### config.mk
export PLATFORM = sky130hd
export DESIGN_NAME = dolr_front
export DESIGN_NICKNAME = d
export VERILOG_FILES = /design/src/design/dolr_pkg.sv /design/src/design/dolr_front.sv
export SDC_FILE = /design/constraint.sdc
export NUM_CORES = 1
export LEC_CHECK = 0
export ABC_AREA = 1
export BUFFER_PORTS_ARGS = -buffer_cell sky130_fd_sc_hd__buf_4
export CAP_MARGIN = 20
export CORE_MARGIN = 2
export CORE_UTILIZATION = 66
export DETAILED_ROUTE_END_ITERATION = 8
export PLACE_DENSITY = 0.86
export SLEW_MARGIN = 20
export SYNTH_ARGS = -nofsm -noshare
export SYNTH_HDL_FRONTEND = slang
export SYNTH_SLANG_ARGS = --single-unit
### constraint.sdc
create_clock -name vclk -period 10.1
set_input_delay 2.02 -clock vclk [all_inputs]
set_output_delay 2.02 -clock vclk [all_outputs]
set_load 0.05 [all_outputs]
### src/design/dolr_pkg.sv
package dolr_pkg;

   // decay factor is unsigned q0.16
   localparam int DECAY_BITS  = 16;
   localparam int CSR_BITS    = 16;
   // width of determinant and numerators
   localparam int NUM_BITS    = 64;
   // slope and intercept are q16.16
   localparam int QUO_BITS    = 32;
   localparam int SLOPE_SHIFT = 16;

   typedef logic [0:0] csr_index_type;
   localparam csr_index_type REG_DECAY  = 1'b0;
   localparam csr_index_type REG_THRESH = 1'b1;

   typedef logic [2:0] sum_sel_type;
   localparam sum_sel_type SEL_W   = 3'd0;
   localparam sum_sel_type SEL_X   = 3'd1;
   localparam sum_sel_type SEL_Y   = 3'd2;
   localparam sum_sel_type SEL_XX  = 3'd3;
   localparam sum_sel_type SEL_XY  = 3'd4;

   typedef enum logic [2:0] {
      ST_IDLE,
      ST_DECAY,
      ST_MUL1,
      ST_MUL2,
      ST_MUL3,
      ST_MUL4,
      ST_DIV,
      ST_OUT
   } back_state_type;

endpackage

### src/design/dolr_front.sv
module dolr_front
   import dolr_pkg::*;
#(
   parameter int SAMPLE_BITS = 16,
   parameter int IN_BITS     = 32
) (
   input  logic                     req_tvalid,
   output logic                     req_tready,
   input  logic [IN_BITS-1:0]       req_tdata,
   input  logic                     q_full,
   output logic                     q_push,
   // x, y, x*x, x*y from lowest bits up
   output logic [6*SAMPLE_BITS-1:0] q_data
);

   logic signed [SAMPLE_BITS-1:0]   x, y;
   logic signed [2*SAMPLE_BITS-1:0] xx, xy;

   assign x  = $signed(req_tdata[SAMPLE_BITS-1:0]);
   assign y  = $signed(req_tdata[2*SAMPLE_BITS-1:SAMPLE_BITS]);
   assign xx = x * x;
   assign xy = x * y;

   assign req_tready = !q_full;
   assign q_push     = req_tvalid && !q_full;
   assign q_data     = {xy, xx, y, x};

endmodule

# == Word level (Yosys, flattened, before mapping) ==
# Cells that the tools add are included.
# word_totals
reg_bits,0
inputBits,34
out_inout_bits,98
wordCells,4
# classes
multipliers,2
reduce_logical,2
# op_table
cell,count
$mul A16 B16 Y32,2
$logic_and A1 B1 Y1,1
$logic_not A1 Y1,1

# == Longest topological paths before layout ==
# logic_depth
word_depth,2
ltp_mapped,26

# == Least setup slack after synthesis ==
# Ideal clock, no wire load.
# synth_timing
kind,input -> output
from,input port req_tdata[15]
to,output port q_data[55]
arrival_time_ps,7727
path_slack_ps,353
cell_stages,22
cell_sequence,clkbuf_1 -> buf_1 -> nand2_1 -> inv_1 -> fa_1 -> fa_1 -> fa_1 -> fa_1 -> fa_1 -> inv_1 -> fa_1 -> inv_1 -> ha_1 -> a21oi_1 -> inv_1 -> a21oi_1 -> nand2_1 -> inv_1 -> nand3_1 -> nand2_1 -> inv_1 -> nor2_1
# synth_between
elab_chain_cells,1
# synth_lines
element,line,source
start: declaration,dolr_front.sv:9,"input logic [IN_BITS-1:0] req_tdata,"
$mul A16 B16 Y32,dolr_front.sv:21,assign xx = x * x;
end: declaration,dolr_front.sv:13,output logic [6*SAMPLE_BITS-1:0] q_data
# Every way passes these cells.

# == Worst setup path in the final report ==
# layout_timing
from,input port req_tdata[15]
to,output port q_data[59]
# The elaborated chain is that of the path after synthesis.

==> impl_metrics.ini <==
[layout]
diodes = 0
seq_area_sq_um = 0
nFillCells = 2485
seq_cells = 0
multi_input_area_sq_um = 16900
areaGrowthSynthToFinish_pct = 5.11
nNetsFinal = 3539
layout-drive-gt1-share = 0.0653
nClkBuffers = 0

[routing]
drt_iter0_drc = 1157
drt-total-wl_microns = 50000
avgViaCountPerCell = 5.27
via_count = 17000
firstDrtPassIters = 5
drc_errors = 0
wl_per_cell_microns = 15.4
drt.antenna.violating_nets = 0

[global_routing]
antenna_found_initial = 0
overflow = 0
grt_pass1_vias = 18700
grtUsageTotal = 0.319
grt_start_max_net_pins = 36
grt_first_pass_wirelength_microns = 85800

[floorplanning]
die_y_microns = 182
io_pins = 132
fp.dieW_microns = 182
num_rows = 65
core_area_sq_um = 31300
initial_core_util = 0.667
die-area_sq_um = 33100

[placement]
gp_congestion = 0.928
port_buffers = 131
dp_hpwl_microns = 43800

[critical_path]
cp_slowest_stage_delay_ns = 0.55
critical_path.startpoint = req_tdata[15]
worstPathCellList = buf_4 -> clkinv_1 -> nor2_1 -> xnor2_1 -> ha_1 -> a31o_2 -> fa_1 -> fa_1 -> fa_1 -> fa_1 -> inv_1 -> fa_1 -> inv_1 -> ha_1 -> nand2_1 -> nor2_1 -> inv_1 -> nor3_1 -> nand3_1 -> nand3_1 -> nand2_1 -> nand2_1 -> buf_4
crit_type = input pin to output pin
cp_common_cell = fa_1
crit_family = adder cells
slowest_stage = fa_1
endpoint_kind = output pin
crit_buf_inv = 6
cp_data_arrival_time_ns = 7.71
cp.required_ns = 8.08
cp-start-kind = input pin
cp_max_fo = 30

[logic_synthesis]
synth-seq-area-share = 0
synthTopCellsByCount = inv_1 (914), nand2_1 (736), fa_1 (496), ha_1 (173), nor2_1 (98)
yosysTopAreaCell = fa_1
synth_top_area_share = 0.476
synthCells = 2803
yosysUniqueCellTypes = 32
synth_fp_nets = 3506
synth.avg_cell_area_sq_um = 7.45
synth.most_common_cell = inv_1
yosys_warnings = 0
synth.area.top_cells = fa_1 (48%), inv_1 (16%), nand2_1 (13%), ha_1 (10%), nor2_1 (1.8%)
syn_area_sq_um = 20900

[timing]
worst_pin_slew_ns = 0.576
rsz0062_at_grt = no
slew_viol_final = 0
finalCriticalPeriod_ns = 9.73
setup_violations = 0
max_freq_ghz = 0.103
finalHoldViolCount = 0
relSlewSlack = 0.616
setup_tns_ns = 0
fin_crit_sh = 0.963

[worst_hold_path]
hold_class = input pin to output pin
hold_start = q_full

[job]
cap_violations = 0

[cts]
postCtsHoldBufs = 0

[status]
status = completed
[tightest hold or removal path: stages]
cell   delay [ns]
buf_4        0.08
inv_1        0.03
buf_4        0.17
[layer usage]
| metal | vias to the layer above | wire [microns] | GRT usage |
|---|---|---|---|
| li1 | 7854 | - | - |
| met1 | 8495 | 20200 | 0.432 |
| met2 | 630 | 25600 | 0.572 |
| met3 | 66 | 3530 | 0.0279 |
| met4 | 0 | 663 | 0.0539 |
| met5 | - | 0 | 0 |
[layout by cell type, fill, tap and decap left out, types with 2 or more instances in the layout]
cell type and instances:
inv_1 914, nand2_1 736, fa_1 494, ha_1 173, buf_4 152, nor2_1 98, nand3_1 62, a21oi_1 48
xor2_1 39, nand4_1 23, o21bai_1 15, o21ai_0 15, nor3_1 13, nor2_2 13, nand2_2 8, nand3b_1 4
and2_1 4, a21o_1 4, or2_2 3, xnor2_1 3, nand3_2 2, a31o_2 2, fa_2 2
[metrics by stage]
stage                     area (sq um)  utilization  hold WS [ns]  worst slack, ns  cells
after global routing             21900        0.701          4.34           0.0346   3236
after floorplan                  20900            -          4.21            0.353   2803
after detailed placement         21900        0.700          4.33            0.111   3234
final                            21900        0.701          4.33            0.369   3236
after global placement           21900        0.700          4.32            0.247   3234
after CTS                        21900        0.700          4.33           0.0994   3234
[path summary, 6_finish.rpt]
path	cells past startpoint	endpoint	slack, ns
max	23	q_data[59]	0.37
min	3	req_tready	4.33
[cells by family (layout without fill, tap and decap cells)]
group | Yosys count | after routing | share of synthesized area
other | 1 | 1 | 0.000180
XOR/XNOR | 42 | 42 | 0.0176
buffers and inverters | 1036 | 1067 | 0.192
AO/OA/AOI/OAI | 86 | 86 | 0.0235
adder cells (fa/ha/maj) | 669 | 669 | 0.579
AND/OR/NAND/NOR | 969 | 969 | 0.187
[layout make-up]
cell class,instances,area share
Timing Repair Buffer,152,0.0520
Tap cell,402,0.0229
Multi-Input combinational cell,1767,0.769
Inverter,915,0.157
[what timing repair did]
action | CTS | global route
gates resized for setup | 0 | 2
endpoints found under the setup margin | 0 | 13
buffers inserted | 0 | 2
Power is left out: the tool's default activity adds up to more than one toggle a clock period on the data nets, which glitch-free logic cannot reach.
