--- config.mk ---
export PLATFORM = sky130hd
export DESIGN_NAME = dolr_fifo
export DESIGN_NICKNAME = d
export VERILOG_FILES = /design/src/design/dolr_pkg.sv /design/src/design/dolr_fifo.sv
export SDC_FILE = /design/constraint.sdc
export NUM_CORES = 1
export LEC_CHECK = 0
export ABC_AREA = 1
export CAP_MARGIN = 20
export CELL_PAD_IN_SITES_DETAIL_PLACEMENT = 0
export CELL_PAD_IN_SITES_GLOBAL_PLACEMENT = 1
export CORE_MARGIN = 2
export CORE_UTILIZATION = 60
export CTS_BUF_LIST = sky130_fd_sc_hd__clkbuf_4
export CTS_CLUSTER_SIZE = 40
export DETAILED_ROUTE_END_ITERATION = 10
export DONT_BUFFER_PORTS = 1
export PLACE_DENSITY = 0.95
export SLEW_MARGIN = 20
export SYNTH_ARGS = -nofsm -noshare
export SYNTH_HDL_FRONTEND = slang
export SYNTH_SLANG_ARGS = --single-unit
--- constraint.sdc ---
create_clock -name clock -period 5.61 [get_ports clock]
set_input_delay 0.8415 -clock clock [delete_from_list [all_inputs] [get_ports clock]]
set_output_delay 0.8415 -clock clock [all_outputs]
set_load 0.01 [all_outputs]
--- src/design/dolr_pkg.sv ---
package dolr_pkg;

   // decay factor is unsigned q0.16
   localparam int DECAY_BITS  = 16;
   localparam int CSR_BITS    = 16;
   // width of determinant and numerators
   localparam int NUM_BITS    = 64;
   // slope and intercept are q16.16
   localparam int QUO_BITS    = 32;
   localparam int SLOPE_SHIFT = 16;

   typedef logic [0:0] csr_index_type;
   localparam csr_index_type REG_DECAY  = 1'b0;
   localparam csr_index_type REG_THRESH = 1'b1;

   typedef logic [2:0] sum_sel_type;
   localparam sum_sel_type SEL_W   = 3'd0;
   localparam sum_sel_type SEL_X   = 3'd1;
   localparam sum_sel_type SEL_Y   = 3'd2;
   localparam sum_sel_type SEL_XX  = 3'd3;
   localparam sum_sel_type SEL_XY  = 3'd4;

   typedef enum logic [2:0] {
      ST_IDLE,
      ST_DECAY,
      ST_MUL1,
      ST_MUL2,
      ST_MUL3,
      ST_MUL4,
      ST_DIV,
      ST_OUT
   } back_state_type;

endpackage

--- src/design/dolr_fifo.sv ---
module dolr_fifo
   import dolr_pkg::*;
#(
   parameter int WIDTH = 64,
   parameter int DEPTH = 2
) (
   input  logic             clock,
   input  logic             reset,
   input  logic             push,
   input  logic [WIDTH-1:0] wr_data,
   input  logic             pop,
   output logic [WIDTH-1:0] rd_data,
   output logic             full,
   output logic             empty
);

   localparam int AW = (DEPTH > 1) ? $clog2(DEPTH) : 1;

   logic [WIDTH-1:0] mem_ff [DEPTH];
   logic [AW-1:0]    wr_ff, wr_in, rd_ff, rd_in;
   logic [AW:0]      cnt_ff, cnt_in;
   logic             do_push, do_pop;

   assign full    = (cnt_ff == (AW+1)'(DEPTH));
   assign empty   = (cnt_ff == '0);
   assign do_push = push && !full;
   assign do_pop  = pop && !empty;
   assign rd_data = mem_ff[rd_ff];

   always_comb begin
      wr_in  = wr_ff;
      rd_in  = rd_ff;
      cnt_in = cnt_ff;
      if (do_push) begin
         wr_in = (wr_ff == AW'(DEPTH-1)) ? '0 : wr_ff + 1'b1;
      end
      if (do_pop) begin
         rd_in = (rd_ff == AW'(DEPTH-1)) ? '0 : rd_ff + 1'b1;
      end
      if (do_push && !do_pop) begin
         cnt_in = cnt_ff + 1'b1;
      end else if (do_pop && !do_push) begin
         cnt_in = cnt_ff - 1'b1;
      end
   end

   always_ff @(posedge clock) begin
      if (reset) begin
         wr_ff  <= '0;
         rd_ff  <= '0;
         cnt_ff <= '0;
      end else begin
         wr_ff  <= wr_in;
         rd_ff  <= rd_in;
         cnt_ff <= cnt_in;
      end
   end

   always_ff @(posedge clock) begin
      if (do_push) begin
         mem_ff[wr_ff] <= wr_data;
      end
   end

endmodule

### Word-level counts from Yosys, hierarchy flattened

Memory sizes are Yosys's and may differ from the RTL's. A register that Yosys moved wholly into a read port is not among the register bits.
Index checks and enable logic that the tools add are counted.

| word-level totals | value |
|---|---|
| output and inout port bits | 66 |
| memories | 1 |
| logic and storage cells | 27 |
| flip-flop bits (word level) | 4 |
| bits in writable memories | 128 |

Memories:

| name | depth | bits a word | rd ports | clocked after Yosys merged registers in | write ports | RTL line | source |
|---|---|---|---|---|---|---|---|
| mem_ff | 2 | 64 | 1 | 1 | 1 | dolr_fifo.sv:19 | `logic [WIDTH-1:0] mem_ff [DEPTH];` |

| operators by class | value |
|---|---|
| reduce and logical (&&, ||, !) cells | 10 |
| equality and inequality tests | 1 |
| $add $sub $neg | 4 |
| muxes and demuxes | 8 |

Operator list:

| operator | count |
|---|---|
| $mux W1 | 6 |
| $logic_and A1 B1 Y1 | 4 |
| $logic_not A1 Y1 | 4 |
| $mux W2 | 2 |
| $add A1 B1 Y1 const B | 2 |
| $add A2 B1 Y2 const B | 1 |
| $eq A2 B2 Y1 const B | 1 |
| $logic_not A2 Y1 | 1 |
| $reduce_bool A2 Y1 | 1 |
| $sub A2 B1 Y2 const B | 1 |

### Logic depth before layout (Yosys ltp)

Gate-level depths: netlist of the first run.

| depth | value |
|---|---|
| depth in word-level cells | 7 |
| depth in mapped cells | 10 |
| depth with buffers taken out | 10 |

### Worst setup path before layout of the first run

Ideal clock, no wire load.

| path | value |
|---|---|
| path type | input-to-reg |
| start point | in push |
| end point | mem mem_ff[0][0], enable pin |
| path slack | 1.539 ns |
| library setup time | 0.486 ns |
| arrival | 3.585 ns |
| path buffers | 0 |
| stages on the path | 2 |
| cell sequence | o21ai_2 nor2_1 |

| between the ends | value |
|---|---|
| cells in the longest elaborated chain, start to end | 3 |

Ends and longest elaborated chain:

| what | RTL line | source |
|---|---|---|
| start, declared | dolr_fifo.sv:9 | `input logic push,` |
| $logic_and A1 B1 Y1 | dolr_fifo.sv:26 | `assign do_push = push && !full;` |
| $mux W1 | dolr_fifo.sv:60 | `if (do_push) begin` |
| $mux W1 (not written as such) | dolr_fifo.sv:61 | `mem_ff[wr_ff] <= wr_data;` |
| end, declared | dolr_fifo.sv:19 |  |

No other way between the ends.

==> results.yml, run 1 <==
run_status:
  status: "completed"
cts:
  hold_buffers: 0
  post-cts-setup-buffer-count: 0
  root_buffer: "clkbuf_4"
  clkLatencyLatePin_ns: 0.49
  cts_tree: "built"
  htreeDepth: 4
  cts_buffer_depth: 2
  path_clk_slew_ns: 0.13
  clock_sinks: 133
  cts_made_buffers: 17
  cts_resized: 0
route:
  routedWlPerCell_um: 20.02
  drc: 0
  via_per_inst: 5.531
  totalWireLength_um: 7387
  antenna_left: 0
  first_iter_violations: 96
  via_count: 2041
  dr.pass1.iters: 4
floorplanning:
  pin_count: 134
  die_x_um: 96.81
  initial_utilization_pct: 62.26
  dieArea_um2: 9371
  fp-row-count: 33
  die_h_um: 96.81
  core_area_um2: 8299
min_path:
  hold_path_class: "primary input to register"
  hold_start: "wr_data[4]"
finish:
  antenna_cells: 0
  syn2layout_area_growth_pct: 6.707
  final_nets: 320
  fin_cells: 369
  final_layout_size_suffix_gt1_share_pct: 38.64
setup_path:
  r2r-start: "cnt_ff[0]"
  crit_type: "register to primary output"
  crit_path_end_kind: "primary output"
  slowest_delay_ns: 0.65
  crit_buf_inv: 1
  critPathArrivalTime_ns: 1.89
  crit_chain: "buf_16 -> mux2_2"
  path_delay_family: "flip-flops"
  critPathMaxFanout: 42
  cp_data_required_time_ns: 4.77
  worst_path_max_delay_cell: "dfxtp_4"
  crit_path_start_kind: "register"
timing:
  setup_viol: 0
  fin_crit_sh_pct: 48.71
  skew_ns: 0.02244
  fin_tns_setup_ns: 0
  rsz0062_at_grt: "false"
  max-slew-margin-rel_pct: 40.35
  slew_viol_final: 0
  tightest_slew_ns: 0.8926
  min_period_ns: 2.733
  hold_viol: 0
  clock.fmax_ghz: 0.3659
synthesis:
  synth_cells: 236
  synth_ff_type: "edfxtp_1"
  syn_nets: 305
  yosysUniqueCellTypes: 17
  avgSynthCellArea_um2: 21.90
  yosys.area.top_type: "edfxtp_1"
  synth_common_cells: "edfxtp_1, mux2_4, inv_1, nor2_1, buf_12"
  synth_top_area_share_pct: 74.38
  async_reset_ff_share_pct: 0
  ys_seq_area_share_pct: 76.32
  synth.most_common_cell: "edfxtp_1"
  ys_ff_latch: 133
  yosys_warnings: 0
  synth_area_um2: 5167
  synth_area_leaders: "edfxtp_1, mux2_4, buf_12, dfxtp_1, mux2_2"
  synth_edf_count: 128
pwr:
  vdd_drop_max_v: 0.0002302
  p_leak_nw: 1.933
  power_density_nw_per_um2: 446.3
placement:
  gp_congestion: 0.7237
  place_inst: 336
  io_buffer_count: 0
  hpwlAfterDp_um: 4824
flow_run:
  cap_violations: 0
global_route:
  overflow: 0
  grt_antenna_before_repair: 0
  grt_max_degree: 65
  grt_pass1_vias: 2111
  grt_pass1_wl_um: 11470
  grt.total_usage_pct: 16.34
[state kept, by name, indices dropped and copies added, names as in the netlist, named ones only]
register and count:
cnt_ff 2, mem_ff 128, rd_ff 1, wr_ff 1
[final timing paths]
| check | end | slack, ns | depth (start not counted) |
|---|---|---|---|
| max | rd_data[42] | 2.88 | 2 |
| min | mem_ff[1][4] | 0.43 | 0 |
| max reg2reg | mem_ff[0][53] | 3.42 | 3 |
| min reg2reg | wr_ff | 0.54 | 2 |
[worst reg2reg max path, delay by kind of cell, from the launching register on]
family                 cells  cell delay [ns]
AO/OA/AOI/OAI              1             0.15
AND/OR/NAND/NOR            1             0.69
flip-flops                 1             0.45
buffers and inverters      1             0.53
[placed cells by master, fill, tap and decap left out, types with 2 or more instances in the layout]
| cell type | Yosys | final |
|---|---|---|
| buf_4 | 0 | 2 |
| clkinvlp_4 | 0 | 5 |
| clkbuf_4 | 0 | 18 |
| inv_1 | 9 | 9 |
| edfxtp_1 | 128 | 128 |
| nor2_1 | 9 | 7 |
| o21ai_0 | 3 | 3 |
| bufinv_16 | 0 | 2 |
| dfxtp_1 | 5 | 4 |
| nor2_4 | 0 | 2 |
| mux2_4 | 60 | 60 |
| inv_6 | 0 | 4 |
| mux2_2 | 4 | 4 |
| nand2_1 | 4 | 4 |
[cells by family after synthesis]
logic type	count (synthesis)	share of synthesized area, %
AO/OA/AOI/OAI	6	0.6535
flip-flops	133	76.32
adder cells (fa/ha/maj)	1	0.2421
AND/OR/NAND/NOR	16	1.283
buffers and inverters	16	3.196
multiplexers	64	18.30
[where the power goes]
part | internal, mW | leakage [nW] | switching, mW
sequential | 1.26 | 1.24 | 0.0656
clock | 0.273 | 0.140 | 0.339
combinational | 0.248 | 0.557 | 0.280
total | 1.78 | 1.93 | 0.684
[layout make-up]
type	count	area, um2
sequential	133	3948
fill	553	2785
timing repair buffer	3	42.54
clock inverter	14	150.1
multi-input combinational	87	1074
tap	105	131.4
inverter	9	33.78
clock buffer	18	135.1
[per-layer routing]
| metal | vias up | wire (um) | track usage (%) |
|---|---|---|---|
| li1 | 939 | - | - |
| met1 | 1016 | 2809 | 17.89 |
| met2 | 80 | 3845 | 26.71 |
| met3 | 6 | 660 | 8.815 |
| met4 | 0 | 72 | 6.501 |
| met5 | - | 0 | 0 |
[through the flow]
step	hold slack [ns]	power, mW	util [%]	worst slack (ns)	area (um2)
after global placement	0.5256	1.861	62.67	3.081	5201
after global routing	0.3528	2.580	66.44	2.728	5514
after CTS	0.3846	2.488	66.11	2.602	5487
final	0.4345	2.461	66.44	2.877	5514
after detailed placement	0.5323	1.879	62.67	3.003	5201
after floorplan	0.4755	1.840	-	1.539	5167
No activity file was read; power rests on OpenSTA's default activity.
==> run 2: changes to the inputs <==
Settings changed: ABC_AREA 1 to 0, CORE_UTILIZATION 60 to 50, PLACE_DENSITY 0.95 to 0.86.
Clock period 5.61 ns to 2.5 ns, I/O delays scaled along.
==> results.yml, run 2 <==
cts:
  path_clk_slew_ns: 0.11
  post-cts-setup-buffer-count: 0
  htreeDepth: 4
  cts_made_buffers: 17
  cts_tree: "built"
  root_buffer: "clkbuf_4"
  clock_sinks: 133
  clkLatencyLatePin_ns: 0.48
  cts_buffer_depth: 2
flow_run:
  cap_violations: 0
finish:
  layout_commonest_cell: "edfxtp_1"
  layout_common_cells: "edfxtp_1, dlygate4sd3_1, mux2_2, clkbuf_4, nor2_1"
  reg_top3: "mem_ff x128, cnt_ff x2"
  final_layout_size_suffix_gt1_share_pct: 33.13
  largest_reg_flops: 128
  antenna_cells: 0
  fin_cells: 449
  final_nets: 376
  final_util_pct: 64.31
  syn2layout_area_growth_pct: 24.13
  largest-register: "mem_ff"
placement:
  place_inst: 352
  gp_congestion: 0.6851
  io_buffer_count: 0
  post-place-ws_ns: 0.6415
  hpwlAfterDp_um: 5246
pwr:
  power_frac_seq_pct: 51.0
  p_sw_mw: 1.590
  p_clk_share_pct: 26.0
  vdd_drop_max_v: 0.0004724
  power_density_nw_per_um2: 938.7
  p_int_mw: 4.040
  swShare_pct: 28.25
  p_leak_nw: 2.000
  power_frac_comb_pct: 22.9
route:
  antenna_left: 0
  totalWireLength_um: 8488
  first_iter_violations: 99
  drc: 0
  dr.pass1.iters: 4
  via_count: 2317
  via_per_inst: 5.160
  routedWlPerCell_um: 18.90
run_status:
  status: "completed"
setup_path:
  crit_path_start_kind: "register"
  critPathMaxFanout: 44
  cp_data_required_time_ns: 2.12
  crit_path_end_kind: "primary output"
  critPathArrivalTime_ns: 1.76
  crit_type: "register to primary output"
floorplanning:
  die_h_um: 102.3
  initial_utilization_pct: 51.80
  dieArea_um2: 10470
  fp-row-count: 35
  die_x_um: 102.3
  pin_count: 134
  core_area_um2: 9328
timing:
  clock.fmax_ghz: 0.4686
  tightest_slew_ns: 0.5759
  min_period_ns: 2.134
  max-slew-margin-rel_pct: 61.61
  skew_ns: 0.008893
  fin_crit_sh_pct: 85.36
  setup_viol: 0
  worst_slack_ns: 0.3660
  fin_tns_setup_ns: 0
  rsz0062_at_grt: "false"
  hold_viol: 0
  slew_viol_final: 0
  fin_hold_ws_ns: 0.2002
synthesis:
  synth_ff_type: "edfxtp_1"
  yosys.area.top_type: "edfxtp_1"
  ys_seq_area_share_pct: 81.62
  synth_edf_count: 128
  syn_nets: 293
  synth_cells: 224
  avgSynthCellArea_um2: 21.57
  synth.most_common_cell: "edfxtp_1"
  synth_area_um2: 4832
  ys_ff_latch: 133
  synth_area_leaders: "edfxtp_1, mux2_2, dfxtp_1, buf_4, xor2_1"
  yosysUniqueCellTypes: 14
  synth_common_cells: "edfxtp_1, mux2_2, buf_4, dfxtp_1, nor2_1"
  yosys_warnings: 0
  async_reset_ff_share_pct: 0
  synth_top_area_share_pct: 79.54
global_route:
  grt_pass1_wl_um: 12100
  grt_antenna_before_repair: 0
  grt_max_degree: 45
  grt.total_usage_pct: 16.27
  overflow: 0
  grt_pass1_vias: 2377
min_path:
  hold_path_class: "primary input to register"
[run 2: cell types whose count changed after synthesis, moves of 2 or more]
cell and delta:
or3_1 +2, nor2_1 -4, buf_4 +6, inv_1 -7, mux2_2 +60, buf_12 -6, mux2_4 -60, xor2_1 +3
nand2_1 -4
[run 2: routing by layer]
layer | track usage [%] | vias to the layer above | wire length [um]
met5 | 0 | - | 0
met4 | 6.769 | 0 | 85
met3 | 6.293 | 6 | 612
met2 | 29.81 | 96 | 4644
met1 | 16.51 | 1159 | 3145
li1 | - | 1056 | -
[run 2: cells by family (layout without fill, tap and decap cells)]
group                    after synthesis  after routing  synth area share, %
AO/OA/AOI/OAI                          5              5               0.5178
XOR/XNOR                               3              3               0.5439
adder cells (fa/ha/maj)                1              1               0.2589
buffers and inverters                  9            105                1.191
flip-flops                           133            133                81.62
multiplexers                          64             64                14.91
AND/OR/NAND/NOR                        9              9               0.9582
[run 2: stage by stage]
stage	total power [mW]	cell area (um2)
4_1_cts	5.701	5998
3_3_place_gp	4.098	5041
5_1_grt	5.888	5998
6_report	5.631	5998
2_1_floorplan	3.887	4833
3_5_place_dp	4.139	5041
[run 2: power by group through the flow]
stage               logic, mW  registers, mW  clock network [mW]
floorplan               0.976           2.91                   0
global placement         1.19           2.90                   0
detailed placement       1.21           2.93                   0
CTS                      1.32           2.87                1.51
global route             1.38           2.90                1.60
finish                   1.29           2.87                1.47
[run 2: final timing paths]
kind	startpoint	end	slack, ns	cells past startpoint
worst max-delay path	register	rd_data[63]	0.37	2
worst min register to register	wr_ff	wr_ff	0.52	2
worst min-delay path	push	wr_ff	0.20	3
worst max register to register	cnt_ff[0]	mem_ff[0][38]	0.65	4
[run 2: critical path, cell delays in order (launching register included)]
cell	delay, ns
dfxtp_2	0.34
buf_4	0.47
mux2_2	0.45
[run 2: what timing repair did]
item | in CTS | in global routing
resized for setup | 0 | 0
hold buffers | 65 | 0
hold endpoints to repair | 133 | 0
[run 2: final cells by class]
type / count / area [um2]
multi-input cells: 82 / 832.0
inverters: 2 / 7.507
clock inverters: 15 / 178.9
flip-flops and latches: 133 / 3945
well taps: 129 / 161.4
fillers: 647 / 3329
clock buffers: 17 / 127.6
repair buffers: 71 / 745.7
